## config.mk

```make
export PLATFORM = sky130hd
export DESIGN_NAME = dds_serial_register_port
export DESIGN_NICKNAME = d
export VERILOG_FILES = /design/src/rtl/dds_srp_pkg.sv /design/src/rtl/dds_serial_register_port.sv
export SDC_FILE = /design/constraint.sdc
export NUM_CORES = 2
export LEC_CHECK = 0
export ABC_AREA = 1
export BUFFER_PORTS_ARGS = -buffer_cell sky130_fd_sc_hd__clkbuf_2
export CAP_MARGIN = 30
export CORE_MARGIN = 1.5
export CORE_UTILIZATION = 50
export CTS_CLUSTER_SIZE = 24
export DETAILED_ROUTE_END_ITERATION = 16
export MAX_ROUTING_LAYER = met4
export PLACE_DENSITY = 0.73
export SLEW_MARGIN = 20
export SYNTH_ARGS = -nofsm -noshare
export SYNTH_HDL_FRONTEND = slang
export SYNTH_SLANG_ARGS = --single-unit
```

## constraint.sdc

```tcl
create_clock -name clk -period 4.1 [get_ports clk]
set_input_delay 0.615 -clock clk [delete_from_list [all_inputs] [get_ports clk]]
set_output_delay 0.615 -clock clk [all_outputs]
set_load 0.05 [all_outputs]
```

## src/rtl/dds_srp_pkg.sv

```systemverilog
// Shared constants and helpers for the DDS serial register port.
package dds_srp_pkg;

    localparam int unsigned ADDR_W   = 4;
    localparam int unsigned REG_IDX_W = 3;   // eight register slots per channel

    // Register map addresses
    localparam logic [ADDR_W-1:0] ADDR_CSR       = 4'd0;
    localparam logic [ADDR_W-1:0] ADDR_FR1       = 4'd1;
    localparam logic [ADDR_W-1:0] ADDR_FR2       = 4'd2;
    localparam logic [ADDR_W-1:0] ADDR_CHAN_BASE = 4'd3;
    localparam logic [ADDR_W-1:0] ADDR_LAST      = 4'd10;

    localparam logic [7:0]  CSR_RESET = 8'hF2;
    localparam logic [31:0] CFR_RESET = 32'h0000_0300;

    // Instruction byte: bit 7 selects a read
    localparam int unsigned INSTR_READ_BIT = 7;

    // Register size in bytes by address; zero for addresses off the map
    function automatic logic [2:0] reg_size(input logic [ADDR_W-1:0] addr);
        logic [2:0] size;
        case (addr)
            4'd0:    size = 3'd1;
            4'd1:    size = 3'd3;
            4'd2:    size = 3'd2;
            4'd3:    size = 3'd3;
            4'd4:    size = 3'd4;
            4'd5:    size = 3'd2;
            4'd6:    size = 3'd3;
            4'd7:    size = 3'd2;
            4'd8:    size = 3'd4;
            4'd9:    size = 3'd4;
            4'd10:   size = 3'd4;
            default: size = 3'd0;
        endcase
        return size;
    endfunction

    function automatic logic [31:0] size_mask(input logic [2:0] size);
        logic [31:0] mask;
        case (size)
            3'd1:    mask = 32'h0000_00FF;
            3'd2:    mask = 32'h0000_FFFF;
            3'd3:    mask = 32'h00FF_FFFF;
            default: mask = 32'hFFFF_FFFF;
        endcase
        return mask;
    endfunction

endpackage

```

## src/rtl/dds_serial_register_port.sv

```systemverilog
// Top level of the DDS serial register port: framing, register file and result stage.
//
// Usage
//   Slave channel s_*: one serial byte per beat. s_tuser is the command
//   (0 = byte transfer, 1 = restart framing, data ignored); s_tdata is the byte.
//   Master channel m_*: exactly one result beat per input beat, in order,
//   carrying the read byte, read/write/bad-address flags and current address.
//   Path: a beat accepted into the input register is decoded from it
//   combinationally and shows on m_* once written into the result register.
//   Throughput: one beat per cycle while m_tready stays high; framing state,
//   the register file and the read snapshot all update when a beat is decoded,
//   so beats follow back to back with no gap.
//   Reset (rst_n low, asynchronous): framing returns to expecting an
//   instruction, CSR = 0xF2 (all channels enabled), FR1/FR2 clear, each
//   channel's CFR = 0x000300 and its other registers clear.
//   Stalls: while m_tready is low the result register holds its beat; the
//   input register still takes one more beat, then s_tready drops until
//   the result is taken.
//   Writes commit on the last data byte; reads snapshot the register when the
//   instruction arrives.
module dds_serial_register_port
    import dds_srp_pkg::*;
#(
    parameter int NUM_CHANNELS = 4
)
(
    input  logic        clk,
    input  logic        rst_n,
    // slave side
    input  logic        s_tvalid,
    output logic        s_tready,
    input  logic [7:0]  s_tdata,   // [7:0] data_byte
    input  logic        s_tuser,   // [0] command
    // master side
    output logic        m_tvalid,
    input  logic        m_tready,
    output logic [15:0] m_tdata    // [7:0] read_byte, [8] read_valid, [9] write_done,
                                   // [13:10] reg_address, [14] bad_address, [15] zero
);

    // ------------------------------------------------------------------
    // Input register
    // ------------------------------------------------------------------
    logic       in_valid_reg;
    logic       cmd_reg;
    logic [7:0] byte_reg;
    logic       out_valid_reg;
    logic [15:0] out_data_reg;
    logic       advance;
    logic       proc;

    // Result stage can take a new beat when empty or being drained
    assign advance  = !out_valid_reg || m_tready;
    assign proc     = in_valid_reg && advance;
    assign s_tready = !in_valid_reg || advance;

    always_ff @(posedge clk or negedge rst_n)
    begin
        if (!rst_n)
        begin
            in_valid_reg <= 1'b0;
        end
        else if (s_tready)
        begin
            in_valid_reg <= s_tvalid;
        end
    end

    always_ff @(posedge clk)
    begin
        if (s_tvalid && s_tready)
        begin
            cmd_reg  <= s_tuser;
            byte_reg <= s_tdata;
        end
    end

    // ------------------------------------------------------------------
    // Framing state and register file
    // ------------------------------------------------------------------
    logic              in_data_phase_reg, in_data_phase_next;
    logic              read_mode_reg, read_mode_next;
    logic [ADDR_W-1:0] cur_address_reg, cur_address_next;
    logic [2:0]        bytes_left_reg, bytes_left_next;
    logic [31:0]       assembly_reg, assembly_next;

    logic [7:0]  csr_value_reg;
    logic [23:0] fr1_value_reg;
    logic [15:0] fr2_value_reg;
    logic [31:0] chan_reg [NUM_CHANNELS][2**REG_IDX_W];

    logic [ADDR_W-1:0]    instr_addr;
    logic [ADDR_W-1:0]    instr_off;
    logic [REG_IDX_W-1:0] instr_idx;
    logic [31:0]          chan_rd;
    logic [31:0]          fetch_val;

    logic                 commit_en;
    logic [31:0]          commit_val;
    logic [ADDR_W-1:0]    commit_off;
    logic [REG_IDX_W-1:0] commit_idx;

    logic [1:0]  shift_idx;
    logic [31:0] shifted;
    logic [7:0]  rbyte;
    logic        rvalid;
    logic        wdone;
    logic        bad;

    assign instr_addr = byte_reg[ADDR_W-1:0];
    assign instr_off  = instr_addr - ADDR_CHAN_BASE;
    assign instr_idx  = instr_off[REG_IDX_W-1:0];
    assign commit_off = cur_address_reg - ADDR_CHAN_BASE;
    assign commit_idx = commit_off[REG_IDX_W-1:0];

    // Read from the lowest enabled channel; zero when none is enabled
    always_comb
    begin
        chan_rd = '0;
        for (int ch = NUM_CHANNELS - 1; ch >= 0; ch--)
        begin
            if (csr_value_reg[4 + ch])
            begin
                chan_rd = chan_reg[ch][instr_idx];
            end
        end
    end

    always_comb
    begin
        case (instr_addr)
            ADDR_CSR: fetch_val = {24'd0, csr_value_reg};
            ADDR_FR1: fetch_val = {8'd0, fr1_value_reg};
            ADDR_FR2: fetch_val = {16'd0, fr2_value_reg};
            default:  fetch_val = chan_rd;
        endcase
    end

    // Byte to shift out: bits of the snapshot above the remaining count
    assign shift_idx = bytes_left_reg[1:0] - 2'd1;
    assign shifted   = assembly_reg >> {shift_idx, 3'b000};

    always_comb
    begin
        in_data_phase_next = in_data_phase_reg;
        read_mode_next     = read_mode_reg;
        cur_address_next   = cur_address_reg;
        bytes_left_next    = bytes_left_reg;
        assembly_next      = assembly_reg;
        commit_en          = 1'b0;
        commit_val         = '0;
        rbyte              = '0;
        rvalid             = 1'b0;
        wdone              = 1'b0;
        bad                = 1'b0;
        if (proc)
        begin
            if (cmd_reg)
            begin
                // restart framing, keep the address
                in_data_phase_next = 1'b0;
                read_mode_next     = 1'b0;
                bytes_left_next    = '0;
                assembly_next      = '0;
            end
            else if (!in_data_phase_reg)
            begin
                cur_address_next = instr_addr;
                if (instr_addr > ADDR_LAST)
                begin
                    bad = 1'b1;
                end
                else
                begin
                    in_data_phase_next = 1'b1;
                    read_mode_next     = byte_reg[INSTR_READ_BIT];
                    bytes_left_next    = reg_size(instr_addr);
                    assembly_next      = byte_reg[INSTR_READ_BIT] ? fetch_val : 32'd0;
                end
            end
            else if (bytes_left_reg == 3'd0 || bytes_left_reg > 3'd4
                     || cur_address_reg > ADDR_LAST)
            begin
                // inconsistent framing: drop back to expecting an instruction
                in_data_phase_next = 1'b0;
                read_mode_next     = 1'b0;
                bytes_left_next    = '0;
            end
            else if (read_mode_reg)
            begin
                rbyte           = shifted[7:0];
                rvalid          = 1'b1;
                bytes_left_next = bytes_left_reg - 3'd1;
                if (bytes_left_reg == 3'd1)
                begin
                    in_data_phase_next = 1'b0;
                    read_mode_next     = 1'b0;
                end
            end
            else
            begin
                assembly_next   = {assembly_reg[23:0], byte_reg};
                bytes_left_next = bytes_left_reg - 3'd1;
                if (bytes_left_reg == 3'd1)
                begin
                    commit_en          = 1'b1;
                    commit_val         = assembly_next & size_mask(reg_size(cur_address_reg));
                    wdone              = 1'b1;
                    in_data_phase_next = 1'b0;
                end
            end
        end
    end

    always_ff @(posedge clk or negedge rst_n)
    begin
        if (!rst_n)
        begin
            in_data_phase_reg <= 1'b0;
            read_mode_reg     <= 1'b0;
            cur_address_reg   <= '0;
            bytes_left_reg    <= '0;
            assembly_reg      <= '0;
        end
        else
        begin
            in_data_phase_reg <= in_data_phase_next;
            read_mode_reg     <= read_mode_next;
            cur_address_reg   <= cur_address_next;
            bytes_left_reg    <= bytes_left_next;
            assembly_reg      <= assembly_next;
        end
    end

    // Register file: globals plus broadcast write to every enabled channel
    always_ff @(posedge clk or negedge rst_n)
    begin
        if (!rst_n)
        begin
            csr_value_reg <= CSR_RESET;
            fr1_value_reg <= '0;
            fr2_value_reg <= '0;
            for (int ch = 0; ch < NUM_CHANNELS; ch++)
            begin
                for (int r = 0; r < 2**REG_IDX_W; r++)
                begin
                    chan_reg[ch][r] <= (r == 0) ? CFR_RESET : 32'd0;
                end
            end
        end
        else if (commit_en)
        begin
            case (cur_address_reg)
                ADDR_CSR: csr_value_reg <= commit_val[7:0];
                ADDR_FR1: fr1_value_reg <= commit_val[23:0];
                ADDR_FR2: fr2_value_reg <= commit_val[15:0];
                default:
                begin
                    for (int ch = 0; ch < NUM_CHANNELS; ch++)
                    begin
                        if (csr_value_reg[4 + ch])
                        begin
                            chan_reg[ch][commit_idx] <= commit_val;
                        end
                    end
                end
            endcase
        end
    end

    // ------------------------------------------------------------------
    // Result register
    // ------------------------------------------------------------------
    always_ff @(posedge clk or negedge rst_n)
    begin
        if (!rst_n)
        begin
            out_valid_reg <= 1'b0;
        end
        else if (advance)
        begin
            out_valid_reg <= in_valid_reg;
        end
    end

    always_ff @(posedge clk)
    begin
        if (proc)
        begin
            out_data_reg <= {1'b0, bad, cur_address_next, wdone, rvalid, rbyte};
        end
    end

    assign m_tvalid = out_valid_reg;
    assign m_tdata  = out_data_reg;

    // ------------------------------------------------------------------
    // Assertions
    // ------------------------------------------------------------------
    // A data phase always has bytes outstanding, and only a data phase does
    a_phase_count: assert property (@(posedge clk) disable iff (!rst_n)
        in_data_phase_reg == (bytes_left_reg != 3'd0))
        else $error("data phase and byte count disagree");

    // Read mode only exists inside a data phase
    a_read_in_phase: assert property (@(posedge clk) disable iff (!rst_n)
        read_mode_reg |-> in_data_phase_reg)
        else $error("read mode outside a data phase");

    // A processed restart leaves framing expecting an instruction
    a_restart: assert property (@(posedge clk) disable iff (!rst_n)
        (proc && cmd_reg) |=> (!in_data_phase_reg && !read_mode_reg))
        else $error("restart did not clear framing");

    // A result beat never carries more than one kind of event
    a_one_event: assert property (@(posedge clk) disable iff (!rst_n)
        m_tvalid |-> $onehot0({m_tdata[8], m_tdata[9], m_tdata[14]}))
        else $error("result beat flags overlap");

    // A commit only happens on a write data byte
    a_commit_write: assert property (@(posedge clk) disable iff (!rst_n)
        commit_en |-> (proc && in_data_phase_reg && !read_mode_reg && !cmd_reg))
        else $error("commit outside a write data byte");

endmodule
```

After elaboration in Yosys (flattened, before gate mapping) --
Memories as Yosys holds them, arrays and structs flattened. A register that Yosys moved wholly into a read port is not among the register bits. Cells that the tools add are included.
Operators by class: add/sub/neg operators 4, $lt $le $gt $ge 6, equality and inequality tests 11, shift operators 1, mux-type cells 74, bitwise gates (word level) 6, reductions and logical operators 25
Operators with widths (count):
- 256-bit bitwise mux | 4
- 32-bit two-way mux | 31
- 32-bit binary-select mux with 3-bit select | 4
- 32-bit case mux with 3 select lines | 2
- 32-bit demux with 3-bit select | 1
- 32-bit AND | 1
- 32-bit by 5-bit >> shifter with 8-bit output | 1
- 3-bit two-way mux | 10
- 1-bit two-way mux | 18
- 4-bit two-way mux | 4
- 3-bit AND reduction | 4
- 3-bit != test, second input constant | 3
- 4-bit by 1-bit equality test with 1-bit output, second input constant | 2
- 4-bit by 2-bit equality test with 1-bit output, second input constant | 2
- 4-bit >= comparator, second input constant | 2
- 4-bit > comparator, second input constant | 2
- 4-bit zero test | 2
- 3-bit inverter with 4-bit output | 2
- 2-bit AND reduction | 4
- 3-bit by 1-bit equality test with 1-bit output, second input constant | 2
- 3-bit by 2-bit equality test with 1-bit output, second input constant | 2
- 3-bit OR reduction | 2
- 3-bit by 2-bit subtractor with 3-bit output, second input constant | 2
- 1-bit logical OR | 4
- 11 further kinds | 16
Word-level totals: flip-flop bits (word level) 1139, ROM bits 96, input port bits 13, output and inout bits 18, logic and storage cells 177, memories 2
Memory list:
- (no name shown) | words 16, bits a word 3, read ports 1, clocked after Yosys merged registers in 1, write ports 0, line dds_srp_pkg.sv:23 | case (addr)
- (no name shown) | words 16, bits a word 3, read ports 1, clocked after Yosys merged registers in 0, write ports 0, line dds_srp_pkg.sv:23

Longest topological paths before layout --
depth in word-level cells 23, gate-level depth with buffers 23

Worst setup path after synthesis --
No wires, ideal clock.
kind reg-to-reg, start point register byte_reg[0], end point register assembly_reg[26], setup time 77 ps, arrival time 3638 ps, required time 4023 ps, slack 385 ps, cell stages (with the launch flop) 20, path buffers 8, clock period less this slack 3715 ps, path through edfxtp_1 > inv_1 > clkbuf_1 > clkbuf_1 > clkbuf_1 > buf_1 > ha_1 > clkbuf_1 > inv_1 > clkbuf_1 > clkbuf_1 > buf_1 > a21oi_1 > a22oi_1 > nand2_1 > o211ai_1 > nand2_1 > inv_1 > nand2_1 > a21oi_1
Between the ends: longest elaborated chain between the ends 14, elaborated cells on any way between the ends 29
RTL lines:
- from (decl) | line dds_serial_register_port.sv:46 | logic [7:0] byte_reg;
- from (signal assigned) | line dds_serial_register_port.sv:74 | byte_reg <= s_tdata;
- 3-bit by 2-bit subtractor with 3-bit output | line dds_serial_register_port.sv:111 | assign instr_off = instr_addr - ADDR_CHAN_BASE;
- 3-bit inverter with 4-bit output (not written as such) | line dds_serial_register_port.sv:124 | chan_rd = chan_reg[ch][instr_idx];
- 32-bit binary-select mux with 3-bit select | line dds_serial_register_port.sv:124
- 32-bit two-way mux (not written as such) (2 in a row) | line dds_serial_register_port.sv:124
- 32-bit two-way mux (4 in a row) | line dds_serial_register_port.sv:122 | if (csr_value_reg[4 + ch])
- 32-bit case mux with 3 select lines | line dds_serial_register_port.sv:131 | case (instr_addr)
- 32-bit two-way mux | line dds_serial_register_port.sv:178 | assembly_next = byte_reg[INSTR_READ_BIT] ? fetch_val : 32'd0;
- 32-bit two-way mux | line dds_serial_register_port.sv:169 | if (instr_addr > ADDR_LAST)
- 32-bit two-way mux | line dds_serial_register_port.sv:166 | else if (!in_data_phase_reg)
- 32-bit two-way mux | line dds_serial_register_port.sv:158 | if (cmd_reg)
- to (signal assigned) | line dds_serial_register_port.sv:231 | assembly_reg <= assembly_next;
- to (decl) | line dds_serial_register_port.sv:85 | logic [31:0] assembly_reg, assembly_next;
Parallel ways exist; a longest one is shown, timed or not. The select of a mux whose other input is x is not followed. A chain may end at the register's enable or synchronous reset.

Final worst setup path --
start point register cur_address_reg[0], end point register chan_reg[668] (netlist bit)
Between the ends: longest elaborated chain between the ends 23, elaborated cells on any way between the ends 44
RTL lines:
- from (decl) | line dds_serial_register_port.sv:83 | logic [ADDR_W-1:0] cur_address_reg, cur_address_next;
- from (signal assigned) | line dds_serial_register_port.sv:229 | cur_address_reg <= cur_address_next;
- memory read 16 x 3 bit
- 3-bit two-way mux | line dds_serial_register_port.sv:204 | if (bytes_left_reg == 3'd1)
- 3-bit two-way mux | line dds_serial_register_port.sv:189 | else if (read_mode_reg)
- 3-bit two-way mux | line dds_serial_register_port.sv:181 | else if (bytes_left_reg == 3'd0 || bytes_left_reg > 3'd4
- 3-bit two-way mux | line dds_serial_register_port.sv:166
- 3-bit two-way mux | line dds_serial_register_port.sv:158
- 3-bit two-way mux | line dds_serial_register_port.sv:156 | if (proc)
- 3-bit by 2-bit equality test with 1-bit output / 3-bit by 1-bit equality test with 1-bit output (equally long branches) | line dds_srp_pkg.sv:42 | case (size)
- (+7 left out)
- 32-bit AND | line dds_serial_register_port.sv:207 | commit_val = assembly_next & size_mask(reg_size(cur_address_reg));
- 32-bit two-way mux | line dds_serial_register_port.sv:204
- 32-bit two-way mux | line dds_serial_register_port.sv:189
- 32-bit two-way mux | line dds_serial_register_port.sv:181
- 32-bit two-way mux | line dds_serial_register_port.sv:166
- 32-bit two-way mux | line dds_serial_register_port.sv:158
- 32-bit two-way mux | line dds_serial_register_port.sv:156
- 256-bit bitwise mux | line dds_serial_register_port.sv:263 | chan_reg[ch][commit_idx] <= commit_val;
- to (signal, indexed assignment) | line dds_serial_register_port.sv:247 | chan_reg[ch][r] <= (r == 0) ? CFR_RESET : 32'd0;
- to (signal, indexed assignment) | line dds_serial_register_port.sv:263
- to (decl) | line dds_serial_register_port.sv:90 | logic [31:0] chan_reg [NUM_CHANNELS][2**REG_IDX_W];
Parallel ways exist; a longest one is shown, timed or not. The select of a mux whose other input is x is not followed.

==> results_dict.tcl <==
set metrics [dict create \
    grt-ovfl-total 0 \
    slew_headroom_pct 19.81 \
    grt_use_met3_pct 4.794 \
    setup_viol 0 \
    p_int_uw 19310 \
    run_status "complete, no violations" \
    r2r_cells 14 \
    syn_inst 6264 \
    antenna_found_initial 0 \
    synth-seq-area-share_pct 55.51 \
    place_congestion 0.8995 \
    cts_tree "built" \
    p_per_area_nw_per_um2 480.0 \
    hold_buffers 1 \
    ir_drop_mv 0.4236 \
    num_rows 117 \
    fin_crit_ns 3.530 \
    finalWirelength_um 150200 \
    drc 0 \
    grt_pass1_wl_um 240300 \
    power_switching_uw 8084 \
    worstSetupStartpointType "flop" \
    met1_usage_pct 39.82 \
    final-hold-violation-count 0 \
    htree_levels 3 \
    n_antenna_cell 0 \
    die_h_um 324.6 \
    p_leak_uw 0.02489 \
    clockRootBuffer "clkbuf_16" \
    multi_input_area_um2 20470 \
    firstDrtPassIters 9 \
    layout_common_cells "nand2_1 (1907), o21ai_0 (1274), dfrtp_1 (1102), nor2_1 (391), nand3_1 (277)" \
    grt_pass1_vias 42493 \
    comb_power_share_pct 16.0 \
    drv_slew 0 \
    fmax_mhz 283.3 \
    start_util_pct 50.60 \
    postSynthAreaPerCell_um2 8.254 \
    portBuffers 29 \
    maxCapViolCount 0 \
    grt_max_degree 217 \
    endpoint_kind "flop" \
    synth_cell_types 34 \
    synth_area_um2 51700 \
    clock_sinks 1142 \
    gr-usage-met2_pct 44.88 \
    regArea_um2 28700 \
    setup_tns_ns 0 \
    cts_resized 0 \
    synth_fp_nets 6290 \
    grt.total_usage_pct 29.27 \
    top_usage_layer "met2" \
    worstSetupPathType "reg -> reg" \
    layout_commonest_cell "nand2_1" \
    clock_power_share_pct 40.5 \
    required_ns 4.65 \
    nNetsFinal 6049 \
    clk_latency_ns 0.72 \
    cts.clk_slew.worst_paths_ns 0.06 \
    largest_reg_flops 1024 \
    viasPerCell 5.890 \
    cp.arrival_ns 4.08 \
    wl_per_cell_um 20.05 \
    drive_gt1_share_pct 7.103 \
    yosysWarnings 0 \
    core_um2 102200 \
    post-route-util_pct 55.85 \
    drtIter0Drc 5092 \
    grt_setup_unrepaired "false" \
    crit_fanout 36 \
    dp_hpwl_um 85470 \
    numCtsBuffers 115 \
    synthToLayoutAreaGrowth_pct 10.38 \
    clock_path_buffers 3 \
    synth_seq_cells 1142 \
    seq_power_share_pct 43.5 \
    n_fill_cell 9258 \
    vias 44125 \
    ios 31 \
    timing.final.crit_share_pct 86.10 \
    post_cts_buffers 0 \
    drtAntennaViolNets 0 \
    p_sw_share_pct 29.51 \
    min_path_cells 1 \
    die-area_um2 105300 \
    hold_path_class "in -> reg" \
    fin_worst_skew_ns 0.02979 \
    die_w_um 324.6 \
    worstMarginPinSlew_ns 1.203 \
]
==> metrics by stage <==
| step | power, µW | cell area (µm²) | std cells | worst slack [ns] | hold slack [ns] |
|---|---|---|---|---|---|
| after floorplan | 14570 | 51700 | 6264 | 0.3845 | 0.3194 |
| after global placement | 16230 | 52930 | 7267 | 0.8219 | 0.4598 |
| after detailed placement | 16280 | 52930 | 7267 | 0.6407 | 0.4675 |
| after CTS | 27330 | 56980 | 7486 | 0.6171 | 0.04905 |
| after global routing | 28380 | 57070 | 7492 | 0.2938 | 0.06782 |
| final | 27390 | 57070 | 7492 | 0.5698 | 0.08815 |
==> cell type report <==
class / instances / share of cell area, %
flip-flops and latches: 1142 / 50.29
clock buffers: 174 / 6.069
inverters: 106 / 0.7235
repair buffers: 183 / 3.043
well taps: 1368 / 2.999
clock inverters: 44 / 1.013
multi-input cells: 4475 / 35.87
==> cell families after synthesis <==
group	synth area share, %
fa+ha+maj	0.3146
simple gates	20.02
xor+xnor	0.08471
flops	55.51
compound gates	19.08
buf+inv	4.987
other cells	0.007253
==> layer usage <==
metal / routed length [µm] / up-vias
met1: 63990 / 21409
li1: - / 20362
met5: 0 / -
met3: 13320 / 330
met4: 4636 / 0
met2: 68250 / 2024
==> critical path, cell delays in order (launching register included) <==
cell and delay, ns:
dfrtp_1 0.48, inv_1 0.29, ha_1 0.27, inv_1 0.06
a21oi_1 0.15, o21ai_1 0.12, nor3_4 0.19, inv_2 0.08
nor3_4 0.17, nand2_4 0.16, nor3_4 0.39, nand2_2 0.48
buf_12 0.33, nand2_1 0.07, o21ai_0 0.08
==> power groups by stage <==
stage	clock (µW)	combinational [µW]	sequential, µW
after CTS	11200	4210	11900
final	11100	4380	11900
after global routing	11700	4750	11900
after floorplan	0	2540	12000
after global placement	0	4140	12100
after detailed placement	0	4190	12100
==> final timing paths <==
| kind | slack (ns) | endpoint | from |
|---|---|---|---|
| setup / recovery | 0.57 | chan_reg[668] | cur_address_reg[0] |
| hold / removal | 0.09 | byte_reg[6] | s_tdata[6] |
| setup reg to reg | 0.57 | chan_reg[668] | cur_address_reg[0] |
| hold reg to reg | 0.48 | chan_reg[308] | chan_reg[308] |
| max in group asynchronous | 2.40 | chan_reg[977] | rst_n |
| min in group asynchronous | 0.55 | chan_reg[514] | rst_n |
==> synth_stat cells <==
| master | instances | area, µm² |
|---|---|---|
| xnor2_1 | 3 | 26.28 |
| nand3_1 | 277 | 1386 |
| a41oi_1 | 7 | 61.31 |
| a221o_1 | 1 | 10.01 |
| buf_1 | 50 | 187.7 |
| o21ai_1 | 81 | 405.4 |
| a22oi_1 | 67 | 503.0 |
| dfrtp_1 | 1102 | 27580 |
| conb_1 | 1 | 3.750 |
| xor2_1 | 2 | 17.52 |
| dfstp_2 | 13 | 341.6 |
| buf_4 | 1 | 7.510 |
| a211oi_1 | 2 | 15.01 |
| nor3_1 | 5 | 25.02 |
| nand2_1 | 1907 | 7158 |
| o211ai_1 | 95 | 713.2 |
| dfxtp_1 | 3 | 60.06 |
| o21ai_0 | 1274 | 6376 |
| clkbuf_1 | 373 | 1400 |
| nor2_1 | 392 | 1471 |
| nand2_2 | 32 | 200.2 |
| nand2_4 | 1 | 11.26 |
| o21a_1 | 1 | 7.510 |
| inv_2 | 3 | 11.26 |
| edfxtp_1 | 24 | 720.7 |
| o22ai_1 | 19 | 118.9 |
| a31oi_1 | 8 | 50.05 |
| clkinv_1 | 4 | 15.01 |
| inv_1 | 99 | 371.6 |
| a21oi_1 | 241 | 1206 |
| ha_1 | 13 | 162.7 |
| a32o_1 | 40 | 400.4 |
| nor3_4 | 6 | 97.59 |
| buf_2 | 117 | 585.6 |
No activity file was read; power rests on OpenSTA's default activity.
